[config.mk]
export PLATFORM = sky130hd
export DESIGN_NAME = scrolling_led_panel_writer_top
export DESIGN_NICKNAME = d
export VERILOG_FILES = /design/src/hdl/slpw_pkg.sv /design/src/hdl/scrolling_led_panel_writer_top.sv /design/src/hdl/slpw_front.sv /design/src/hdl/slpw_fifo.sv /design/src/hdl/slpw_back.sv
export SDC_FILE = /design/constraint.sdc
export NUM_CORES = 1
export LEC_CHECK = 0
export ABC_CLOCK_PERIOD_IN_PS = 8000
export BUFFER_PORTS_ARGS = -buffer_cell sky130_fd_sc_hd__buf_2
export CORE_UTILIZATION = 30
export CTS_BUF_LIST = sky130_fd_sc_hd__clkbuf_8
export DETAILED_ROUTE_END_ITERATION = 10
export GPL_TIMING_DRIVEN = 0
export PLACE_DENSITY_LB_ADDON = 0.3
export SLEW_MARGIN = 20
export SYNTH_ARGS = -nofsm -noshare
export SYNTH_HDL_FRONTEND = slang
export SYNTH_SLANG_ARGS = --single-unit
[constraint.sdc]
create_clock -name clk -period 8 [get_ports clk]
set_clock_uncertainty 0.05 [all_clocks]
set_input_delay 0 -clock clk [delete_from_list [all_inputs] [get_ports clk]]
set_output_delay 0 -clock clk [all_outputs]
set_load 0.03 [all_outputs]
[src/hdl/slpw_pkg.sv]
package slpw_pkg;

  localparam int RING_BYTES        = 128;
  localparam int RING_AW           = $clog2(RING_BYTES);
  localparam int COLUMNS_DEFAULT   = 48;
  localparam int BOARDS_DEFAULT    = 4;
  localparam int QUEUE_DEPTH       = 4;

  localparam logic [1:0] OP_LOAD    = 2'd0;
  localparam logic [1:0] OP_REFRESH = 2'd1;
  localparam logic [1:0] OP_BCAST   = 2'd2;

  localparam logic CFG_EVEN_SHIFT = 1'b0;
  localparam logic CFG_START_ADDR = 1'b1;

  localparam logic [11:0] PREFIX_CMD = 12'h280;
  localparam logic [11:0] CMD_MASK   = 12'hFFF;

  localparam logic [3:0] BITS_DATA   = 4'd8;
  localparam logic [3:0] BITS_PREFIX = 4'd10;
  localparam logic [3:0] BITS_CMD    = 4'd12;

  typedef struct packed {
    logic [1:0]  operation;
    logic [1:0]  board;
    logic [6:0]  ring_address;
    logic [7:0]  byte_value;
    logic [6:0]  scroll_offset;
    logic [11:0] command_code;
  } in_req_t;

  typedef struct packed {
    logic [1:0]  panel_select;
    logic [3:0]  bit_count;
    logic [11:0] serial_word;
    logic        release_select;
    logic        last;
  } out_word_t;

  typedef struct packed {
    logic [1:0]         kind;
    logic [1:0]         board;
    logic [RING_AW-1:0] pos;
    logic [11:0]        data;
  } cmd_t;

endpackage

[src/hdl/scrolling_led_panel_writer_top.sv]
// Each word is registered in s1 and then in out_r; a load only writes the ring.
// A refresh holds the ring sequencer for a prefix word and one word per column,
// one ring read per data word; a broadcast for one word per board.
// A 4-entry request queue lets input keep flowing while the sequencer works.
// Reset (rst_n low, synchronous) empties the queue and output stages and restores
// the registers; ring contents are not cleared and stay undefined until loaded.
module scrolling_led_panel_writer_top #(
  parameter int COLUMNS_PER_BOARD = slpw_pkg::COLUMNS_DEFAULT,
  parameter int BOARD_COUNT       = slpw_pkg::BOARDS_DEFAULT
) (
  input  logic                clk,
  input  logic                rst_n,
  input  logic                in_push,
  output logic                in_full,
  input  slpw_pkg::in_req_t   in_req,
  output logic                out_empty,
  input  logic                out_pop,
  output slpw_pkg::out_word_t out_word,
  input  logic                cfg_valid,
  output logic                cfg_ready,
  input  logic                cfg_index,
  input  logic [6:0]          cfg_data
);

  logic [2:0]     even_shift_r;
  logic [6:0]     start_addr_r;
  logic           q_full, q_push, q_valid, q_pop;
  slpw_pkg::cmd_t q_din, q_dout;

  assign cfg_ready = 1'b1;

  always_ff @(posedge clk) begin
    if (!rst_n) begin
      even_shift_r <= 3'd2;
      start_addr_r <= 7'd0;
    end else if (cfg_valid) begin
      case (cfg_index)
        slpw_pkg::CFG_EVEN_SHIFT: even_shift_r <= cfg_data[2:0];
        slpw_pkg::CFG_START_ADDR: start_addr_r <= cfg_data;
        default: ;
      endcase
    end
  end

  slpw_front #(
    .COLUMNS_PER_BOARD(COLUMNS_PER_BOARD),
    .BOARD_COUNT(BOARD_COUNT)
  ) u_front (
    .in_push(in_push),
    .in_req(in_req),
    .in_full(in_full),
    .q_full(q_full),
    .q_push(q_push),
    .q_cmd(q_din)
  );

  slpw_fifo u_fifo (
    .clk(clk),
    .rst_n(rst_n),
    .push(q_push),
    .din(q_din),
    .full(q_full),
    .pop(q_pop),
    .valid(q_valid),
    .dout(q_dout)
  );

  slpw_back #(
    .COLUMNS_PER_BOARD(COLUMNS_PER_BOARD),
    .BOARD_COUNT(BOARD_COUNT)
  ) u_back (
    .clk(clk),
    .rst_n(rst_n),
    .q_valid(q_valid),
    .q_cmd(q_dout),
    .q_pop(q_pop),
    .even_shift(even_shift_r),
    .start_addr(start_addr_r),
    .out_empty(out_empty),
    .out_pop(out_pop),
    .out_word(out_word)
  );

endmodule

[src/hdl/slpw_front.sv]
module slpw_front #(
  parameter int COLUMNS_PER_BOARD = slpw_pkg::COLUMNS_DEFAULT,
  parameter int BOARD_COUNT       = slpw_pkg::BOARDS_DEFAULT
) (
  input  logic              in_push,
  input  slpw_pkg::in_req_t in_req,
  output logic              in_full,
  input  logic              q_full,
  output logic              q_push,
  output slpw_pkg::cmd_t    q_cmd
);

  logic        keep;
  logic [15:0] start_sum;

  always_comb begin
    start_sum = 16'(in_req.scroll_offset) + 16'(COLUMNS_PER_BOARD) * 16'(in_req.board);
    q_cmd.kind  = in_req.operation;
    q_cmd.board = in_req.board;
    q_cmd.pos   = start_sum[slpw_pkg::RING_AW-1:0];
    q_cmd.data  = in_req.command_code & slpw_pkg::CMD_MASK;
    keep        = 1'b0;
    case (in_req.operation)
      slpw_pkg::OP_LOAD: begin
        keep       = 1'b1;
        q_cmd.pos  = slpw_pkg::RING_AW'(in_req.ring_address);
        q_cmd.data = {4'd0, in_req.byte_value};
      end
      slpw_pkg::OP_REFRESH: begin
        keep = (3'(in_req.board) < 3'(BOARD_COUNT));
      end
      slpw_pkg::OP_BCAST: begin
        keep = 1'b1;
      end
      default: begin
        keep = 1'b0;
      end
    endcase
  end

  assign in_full = q_full;
  assign q_push  = in_push && !q_full && keep;

endmodule

[src/hdl/slpw_fifo.sv]
module slpw_fifo (
  input  logic           clk,
  input  logic           rst_n,
  input  logic           push,
  input  slpw_pkg::cmd_t din,
  output logic           full,
  input  logic           pop,
  output logic           valid,
  output slpw_pkg::cmd_t dout
);

  localparam int PW = $clog2(slpw_pkg::QUEUE_DEPTH);
  localparam int CW = $clog2(slpw_pkg::QUEUE_DEPTH + 1);

  slpw_pkg::cmd_t slot_r [slpw_pkg::QUEUE_DEPTH];
  logic [PW-1:0]  wr_ptr_r, wr_ptr_nxt;
  logic [PW-1:0]  rd_ptr_r, rd_ptr_nxt;
  logic [CW-1:0]  count_r, count_nxt;
  logic           do_push, do_pop;

  assign full    = (count_r == CW'(slpw_pkg::QUEUE_DEPTH));
  assign valid   = (count_r != '0);
  assign dout    = slot_r[rd_ptr_r];
  assign do_push = push && !full;
  assign do_pop  = pop && valid;

  always_comb begin
    wr_ptr_nxt = do_push ? wr_ptr_r + 1'b1 : wr_ptr_r;
    rd_ptr_nxt = do_pop  ? rd_ptr_r + 1'b1 : rd_ptr_r;
    count_nxt  = count_r;
    if (do_push && !do_pop) begin
      count_nxt = count_r + 1'b1;
    end else if (do_pop && !do_push) begin
      count_nxt = count_r - 1'b1;
    end
  end

  always_ff @(posedge clk) begin
    if (!rst_n) begin
      wr_ptr_r <= '0;
      rd_ptr_r <= '0;
      count_r  <= '0;
    end else begin
      wr_ptr_r <= wr_ptr_nxt;
      rd_ptr_r <= rd_ptr_nxt;
      count_r  <= count_nxt;
    end
  end

  always_ff @(posedge clk) begin
    if (do_push) begin
      slot_r[wr_ptr_r] <= din;
    end
  end

endmodule

[src/hdl/slpw_back.sv]
module slpw_back #(
  parameter int COLUMNS_PER_BOARD = slpw_pkg::COLUMNS_DEFAULT,
  parameter int BOARD_COUNT       = slpw_pkg::BOARDS_DEFAULT
) (
  input  logic                clk,
  input  logic                rst_n,
  input  logic                q_valid,
  input  slpw_pkg::cmd_t      q_cmd,
  output logic                q_pop,
  input  logic [2:0]          even_shift,
  input  logic [6:0]          start_addr,
  output logic                out_empty,
  input  logic                out_pop,
  output slpw_pkg::out_word_t out_word
);

  localparam int CNT_W = ($clog2(COLUMNS_PER_BOARD) > 2) ? $clog2(COLUMNS_PER_BOARD) : 2;
  localparam int AW    = slpw_pkg::RING_AW;

  localparam logic [1:0] ST_IDLE = 2'd0;
  localparam logic [1:0] ST_PRE  = 2'd1;
  localparam logic [1:0] ST_DATA = 2'd2;
  localparam logic [1:0] ST_BC   = 2'd3;

  logic [7:0] ring [slpw_pkg::RING_BYTES];

  logic [1:0]          state_r, state_nxt;
  logic [CNT_W-1:0]    cnt_r, cnt_nxt;
  logic [1:0]          board_r, board_nxt;
  logic [AW-1:0]       pos_r, pos_nxt;
  logic [11:0]         data_r, data_nxt;

  logic                s1_valid_r, s1_valid_nxt;
  slpw_pkg::out_word_t s1_r, s1_nxt;
  logic                s1_ring_r, s1_ring_nxt;
  logic                s1_even_r, s1_even_nxt;
  logic [7:0]          rd_byte_r;

  logic                out_valid_r;
  slpw_pkg::out_word_t out_r;
  slpw_pkg::out_word_t formed;

  logic out_take, adv, issue, mem_we, mem_re, fin_data, fin_bc;

  assign out_take = !out_valid_r || out_pop;
  assign adv      = !s1_valid_r || out_take;
  assign fin_data = (cnt_r == CNT_W'(COLUMNS_PER_BOARD - 1));
  assign fin_bc   = (cnt_r == CNT_W'(BOARD_COUNT - 1));
  assign q_pop    = (state_r == ST_IDLE) && q_valid;
  assign mem_we   = q_pop && (q_cmd.kind == slpw_pkg::OP_LOAD);
  assign mem_re   = (state_r == ST_DATA) && adv;
  assign issue    = (state_r != ST_IDLE) && adv;

  always_comb begin
    state_nxt    = state_r;
    cnt_nxt      = cnt_r;
    board_nxt    = board_r;
    pos_nxt      = pos_r;
    data_nxt     = data_r;
    s1_valid_nxt = adv ? issue : s1_valid_r;
    s1_nxt       = s1_r;
    s1_ring_nxt  = s1_ring_r;
    s1_even_nxt  = s1_even_r;
    case (state_r)
      ST_IDLE: begin
        if (q_valid) begin
          board_nxt = q_cmd.board;
          pos_nxt   = q_cmd.pos;
          data_nxt  = q_cmd.data;
          cnt_nxt   = '0;
          case (q_cmd.kind)
            slpw_pkg::OP_REFRESH: state_nxt = ST_PRE;
            slpw_pkg::OP_BCAST:   state_nxt = ST_BC;
            default:              state_nxt = ST_IDLE;
          endcase
        end
      end
      ST_PRE: begin
        if (adv) begin
          s1_nxt.panel_select   = board_r;
          s1_nxt.bit_count      = slpw_pkg::BITS_PREFIX;
          s1_nxt.serial_word    = slpw_pkg::PREFIX_CMD | {5'd0, start_addr};
          s1_nxt.release_select = 1'b0;
          s1_nxt.last           = 1'b0;
          s1_ring_nxt           = 1'b0;
          s1_even_nxt           = 1'b0;
          state_nxt             = ST_DATA;
        end
      end
      ST_DATA: begin
        if (adv) begin
          s1_nxt.panel_select   = board_r;
          s1_nxt.bit_count      = slpw_pkg::BITS_DATA;
          s1_nxt.serial_word    = '0;
          s1_nxt.release_select = fin_data;
          s1_nxt.last           = fin_data;
          s1_ring_nxt           = 1'b1;
          s1_even_nxt           = !pos_r[0];
          pos_nxt               = pos_r + 1'b1;
          cnt_nxt               = cnt_r + 1'b1;
          if (fin_data) begin
            state_nxt = ST_IDLE;
          end
        end
      end
      ST_BC: begin
        if (adv) begin
          s1_nxt.panel_select   = cnt_r[1:0];
          s1_nxt.bit_count      = slpw_pkg::BITS_CMD;
          s1_nxt.serial_word    = data_r;
          s1_nxt.release_select = 1'b1;
          s1_nxt.last           = fin_bc;
          s1_ring_nxt           = 1'b0;
          s1_even_nxt           = 1'b0;
          cnt_nxt               = cnt_r + 1'b1;
          if (fin_bc) begin
            state_nxt = ST_IDLE;
          end
        end
      end
      default: begin
        state_nxt = ST_IDLE;
      end
    endcase
  end

  always_comb begin
    formed = s1_r;
    if (s1_ring_r) begin
      formed.serial_word = s1_even_r ? {4'd0, rd_byte_r >> even_shift} : {4'd0, rd_byte_r};
    end
  end

  always_ff @(posedge clk) begin
    if (!rst_n) begin
      state_r     <= ST_IDLE;
      s1_valid_r  <= 1'b0;
      out_valid_r <= 1'b0;
    end else begin
      state_r    <= state_nxt;
      s1_valid_r <= s1_valid_nxt;
      if (out_take) begin
        out_valid_r <= s1_valid_r;
      end
    end
  end

  always_ff @(posedge clk) begin
    cnt_r     <= cnt_nxt;
    board_r   <= board_nxt;
    pos_r     <= pos_nxt;
    data_r    <= data_nxt;
    s1_r      <= s1_nxt;
    s1_ring_r <= s1_ring_nxt;
    s1_even_r <= s1_even_nxt;
    if (out_take && s1_valid_r) begin
      out_r <= formed;
    end
  end

  always_ff @(posedge clk) begin
    if (mem_we) begin
      ring[q_cmd.pos] <= q_cmd.data[7:0];
    end
    if (mem_re) begin
      rd_byte_r <= ring[pos_r];
    end
  end

  assign out_empty = !out_valid_r;
  assign out_word  = out_r;

endmodule

Word-level counts from Yosys, hierarchy flattened
Memories as Yosys holds them, arrays and structs flattened. A register that Yosys moved wholly into a read port is not among the register bits. Cells that the tools add are included.

Equal/unequal tests: 18. Muxes and demuxes: 35. Reduce and logical (&&, ||, !) cells: 40. Add/subtract/negate cells: 7. Multiply operators: 1. Bitwise logic cells: 1. Shifts and indexed selects: 1.

Operators by type and width (count): two-way mux 20 bit (3); case mux 20 bit (3 select lines) (1); two-way mux 19 bit (1); two-way mux 2 bit (8); inequality test 2 x 1 -> 1 bit (second input constant) (8); two-way mux 7 bit (2); case mux 7 bit (2 select lines) (1); two-way mux 12 bit (1); two-way mux 6 bit (2); case mux 6 bit (2 select lines) (1); logical AND 1 bit (11); nonzero test 2 bit (5); AND reduction 3 bit (3); == test 2 bit (second input constant) (4); two-way mux 1 bit (8); two-way mux 8 bit (1); case mux 2 bit (4 select lines) (1); right shift 8 x 3 -> 8 bit (1); adder 7 x 1 -> 7 bit (second input constant) (1); adder 7 bit (1); adder 6 x 1 -> 6 bit (second input constant) (1); == test 2 x 1 -> 1 bit (second input constant) (3); == test 6 x 2 -> 1 bit (second input constant) (1); == test 6 bit (second input constant) (1); 18 further kinds (33).

Flip-flop bits (word level): 90. Bits in writable memories: 1116. Input port bits: 51. Logic and storage cells: 129. Memories kept: 2. Output and inout port bits: 23.

Memories: u_back.ring (words 128, width 8, read ports 1, clocked after memory_dff 1, wr ports 1, line slpw_back.sv:25) `logic [7:0] ring [slpw_pkg::RING_BYTES];`; u_fifo.slot_r (words 4, width 23, read ports 1, clocked after memory_dff 1, wr ports 1, line slpw_fifo.sv:15) `slpw_pkg::cmd_t slot_r [slpw_pkg::QUEUE_DEPTH];`.

Longest topological paths before layout
Depth after elaboration: 9. Gate-level depth with buffers: 11. Gate-level depth less buffers: 9.

Hierarchy
From an unflattened synthesis, not the netlist that was laid out.

Cells, all modules: 2427. Area total of the unflattened synthesis: 48141.2 um^2.

Modules (own cells, without submodules): slpw_back (cells an instance 2178, times used 1, area an instance 43546.8 um^2, sequential area each 33021.7 um^2); slpw_fifo (cells an instance 168, times used 1, area an instance 3832.4 um^2, sequential area each 2942.8 um^2); scrolling_led_panel_writer_top (cells an instance 45, times used 1, area an instance 401.6 um^2, sequential area each 200.2 um^2); slpw_front (cells an instance 36, times used 1, area an instance 360.3 um^2, sequential area each 0.0 um^2).

Worst setup path after synthesis
No wires, ideal clock.

Path kind: reg2reg. Start: reg with a tool-made name. End: mem u_back.ring[47][0] (enable). Path slack: 5016 ps. Required time: 7580 ps. Cell stages (with the launch flop): 11. Period minus slack after synthesis: 2984 ps. Buffers on the path: 4. Arrival time: 2563 ps. Library setup time: 370 ps. Path through: dfxtp_1 -> buf_2 -> buf_2 -> mux4_2 -> inv_1 -> ha_1 -> and2_1 -> buf_2 -> nand4_1 -> clkbuf_1 -> nor2_1.

RTL lines (line): end, declared (slpw_back.sv:25).

==> results.env <==
DETAILROUTE.WIRELENGTH.MET2_UM=67300
CP_DATA_REQUIRED_TIME_NS=8.43
GRT_ANTENNA_BEFORE_REPAIR=5
SLOWEST_STAGE='sky130_fd_sc_hd__nor2_1'
DIE_WIDTH_UM=402
WORSTPATHCELLLIST='buf_2 -> buf_2 -> mux4_2 -> inv_1 -> ha_1 -> and2_1 -> buf_2 -> nand4_1 -> clkbuf_1 -> nor2_1'
DIE_HEIGHT_UM=402
MAX_STAGE_DELAY_NS=1.09
SYNTH_COMMON_CELLS='sky130_fd_sc_hd__edfxtp_1, sky130_fd_sc_hd__mux2i_1, sky130_fd_sc_hd__mux4_2'
CTS_SETUP_BUFFERS=0
CRITPATHMOSTFREQUENTCELL='sky130_fd_sc_hd__buf_2'
WIRELENGTH_MET1_UM=59800
POWER_PER_STANDARD_CELL_AREA_mW_PER_MM2=357
YS_DOMINANT_REG_CELL='sky130_fd_sc_hd__edfxtp_1'
CLK_LATENCY_NS=0.91
TIMING.REG2REG.SETUP_SLACK_NS=3.03
FMAX_MHz=201
FINALWORSTPATHREQUIREDPERIOD_NS=4.97
WORST_R2R_ENDPOINT='u_back.ring[63][6]'
FP.COREAREA_SQ_MM=0.159
CTS.SINKS=1212
TRACK_USAGE_PCT=17.8
SYN_TO_FINAL_GROWTH_PCT=16.8
STATUS='complete, no violations'
ROUTE.VIAS.TOTAL=26230
CAP_VIOLATIONS=0
WORSTHOLDPATHCELLS=3
IO_BUFFER_COUNT=68
CTSROOTBUFFERMASTER='sky130_fd_sc_hd__clkbuf_8'
CTS_INSERTED_BUFFERS=197
WL_UM=145000
SYNTH_AREA_LEADERS='sky130_fd_sc_hd__edfxtp_1, sky130_fd_sc_hd__mux4_2, sky130_fd_sc_hd__mux2i_1'
ROUTABILITYCONGESTION=0.970
VIA_COUNT_OF_THE_FIRST_GLOBAL_ROUTING_PASS=26301
LEAKAGE_nW=18.2
NETLIST.AREA_LEADER.SHARE_PCT=74.5
SETUP_VIOL_COUNT_FINAL=0
SLEW_HEADROOM_PCT=11.8
WORST_HOLD_CLASS='in -> reg'
INITIALDRTVIOLATIONCOUNT=3212
FINAL_HOLD_VIOL_COUNT=0
PIN_COUNT=74
SYNTH_CELL_TYPES=63
SYNTH.CELL_AREA_SQ_MM=0.0479
ASYNC_S_R_FF_SHARE_SYNTH_PCT=0
POST-ROUTE-PERIOD-UTIL_PCT=62.2
CLK_PIN_SLEW_WORST_PATHS_NS=0.06
GRT.OVERFLOW.TOTAL=0
CRITPATHLAUNCHTYPE='flop'
SYNTH_SEQ_CELLS=1212
SYNTH.YOSYS.WARNINGS=0
SYNTH.MOST_COMMON_CELL='sky130_fd_sc_hd__edfxtp_1'
CTS_TREE='yes'
WORST-ENDPOINT-ARRIVAL_NS=5.41
SYNTH-SEQ-AREA-SHARE_PCT=75.5
COUNT_OF_TRITONROUTE_ITERATIONS_IN_THE_FIRST_ROUTING_PASS=6
MET3_WIRELENGTH_UM=12700
DRCVIOLATIONCOUNT=0
FINAL.HOLD.WORST_SLACK_NS=0.0797
NUMBER_OF_ENABLE_TYPE_REGISTER_CELLS_IN_THE_SYNTHESIZED_NETLIST=1189
CTS.HTREE.LEVELS=4
TIMING.FINAL.MAX_SLEW_VIOLATIONS=0
TIMING.REG2REG.WORST_PATH_DEPTH=10
CP-END-KIND='flop'
CLK_PATH_BUF_DEPTH=3
WORSTSETUPPATHTYPE='reg -> reg'
TIGHTESTPINTRANSITION_NS=1.32
WORST_HOLD_PATH.ENDPOINT='u_fifo.slot_r[1][12]'
LAYOUT_CELL_SHARE_WITH_DRIVE_STRENGTH_BEYOND_1_PCT=21.9
INITIAL_UTILIZATION_PCT=30.2
ANT_NETS=0
ROW_COUNT=146
TOP_LAYER_USED_BY_DETAILED_ROUTING='met4'
GLOBAL_ROUTE_WIRE_LENGTH_BEFORE_REPAIR_UM=202000
WORST-PATH-MAX-FANOUT=10
ROUTE.DETAILED.WL_PER_INST_UM=28.5
FINISH.NET_COUNT=2920
NUMBER_OF_STANDARD_CELLS_AFTER_SYNTHESIS=2457
DESIGN.DIE.AREA_SQ_MM=0.161
POST-DP-HPWL_UM=95200
AVERAGE_VIA_COUNT_PER_STANDARD_CELL=5.16
IR_DROP_mV=0.244
HOLD_PATH.STARTPOINT='in_req[12]'
PIN_COUNT_OF_THE_BIGGEST_NET_ENTERING_GLOBAL_ROUTING=67
SYNTHESIS.AREA_PER_INSTANCE_SQ_UM=19.5
RSZ0062_AT_GRT='false'
TNS_NS=0
SYNTHDOMINANTAREACELLTYPE='sky130_fd_sc_hd__edfxtp_1'
## how the worst max path moves through the flow
stage                     startpoint                 end  slack, ns
after floorplan                 flop  u_back.ring[47][0]       5.02
after global placement          flop  u_back.ring[63][1]       3.20
after detailed placement        flop  u_back.ring[63][1]       3.16
after CTS                       flop  u_back.ring[63][6]       3.10
after global routing            flop  u_back.ring[63][6]       3.01
final                           flop  u_back.ring[63][6]       3.03
## metal layers
layer  vias up  track usage [%]
li1      10872                -
met1     13824             23.7
met2      1258             27.9
met3       276             4.55
met4         0             6.88
met5         -                0
## flip-flops by register name (all words and copies together) (netlist names), 2 cells and up, named ones only
name	count
u_back.s1_r	12
even_shift_r	3
u_back.data_r	12
u_back.board_r	2
u_fifo.rd_ptr_r	2
u_back.pos_r	7
u_back.ring	1024
u_back.cnt_r	6
u_back.out_word	18
start_addr_r	7
u_fifo.slot_r	92
u_back.rd_byte_r	8
u_back.state_r	2
u_back.formed	6
u_fifo.wr_ptr_r	2
u_fifo.count_r	3
## critical path, delay by kind of cell, from the launching register on
kind	cells	cell delay, ns
flip-flops	1	0.30
buffers and inverters	5	1.60
AND/OR/NAND/NOR	3	1.86
multiplexers	1	0.59
adder cells (fa/ha/maj)	1	0.14
## layout by cell type, fill, tap and decap left out, types with 54 or more instances in the layout
| cell type | count |
|---|---|
| sky130_fd_sc_hd__mux2_2 | 54 |
| sky130_fd_sc_hd__nand2_1 | 78 |
| sky130_fd_sc_hd__clkbuf_1 | 57 |
| sky130_fd_sc_hd__nor2_1 | 153 |
| sky130_fd_sc_hd__buf_2 | 85 |
| sky130_fd_sc_hd__edfxtp_1 | 1189 |
| sky130_fd_sc_hd__clkbuf_8 | 202 |
| sky130_fd_sc_hd__mux4_2 | 180 |
| sky130_fd_sc_hd__mux2i_1 | 197 |
| sky130_fd_sc_hd__inv_1 | 92 |
| sky130_fd_sc_hd__dlygate4sd3_1 | 110 |
## area by class of cell
cell class                 count  area [sq um]
buffer                       137           941
clock buffer                 202          2780
inverter                      17          63.8
fill                       14869        103000
multi-input combinational   1092         10800
timing repair buffer         199          1870
antenna                        4          10.0
clock inverter               152           703
sequential                  1212         36200
tap                         2072          2590
## cells by family (layout without fill, tap and decap cells)
group,after synthesis,after routing,share of synthesized area [%]
AOI/OAI and AO/OA,264,264,3.87
xor gates and xnor gates,16,16,0.292
adders and majority gates,13,13,0.371
buffers and inverters,154,707,2.06
DFF,1212,1212,75.5
muxes,447,447,14.7
other,2,7,0.0157
and+or+nand+nor,349,349,3.28
## timing repair
item / CTS / global route
hold buffers: 110 / 0
hold endpoints to repair: 229 / 0
resized for setup: 0 / 0
## stage by stage
stage | util, % | area (sq um) | setup WS, ns | power [mW] | std cells
after floorplan | - | 47900 | 5.02 | 12.0 | 2458
after global placement | 32.1 | 50900 | 3.20 | 15.0 | 4598
after detailed placement | 32.4 | 51400 | 3.16 | 15.1 | 4618
after CTS | 35.3 | 55900 | 3.10 | 20.0 | 5082
after global routing | 35.3 | 56000 | 3.01 | 20.6 | 5087
final | 35.3 | 56000 | 3.03 | 20.0 | 5087
## power breakdown
group          internal, mW  switching [mW]  leakage, nW
clock network          2.38            2.49         2.06
registers              7.93           0.118         10.9
logic                  2.31            4.77         5.17
Power figures use the tool's default switching activity.
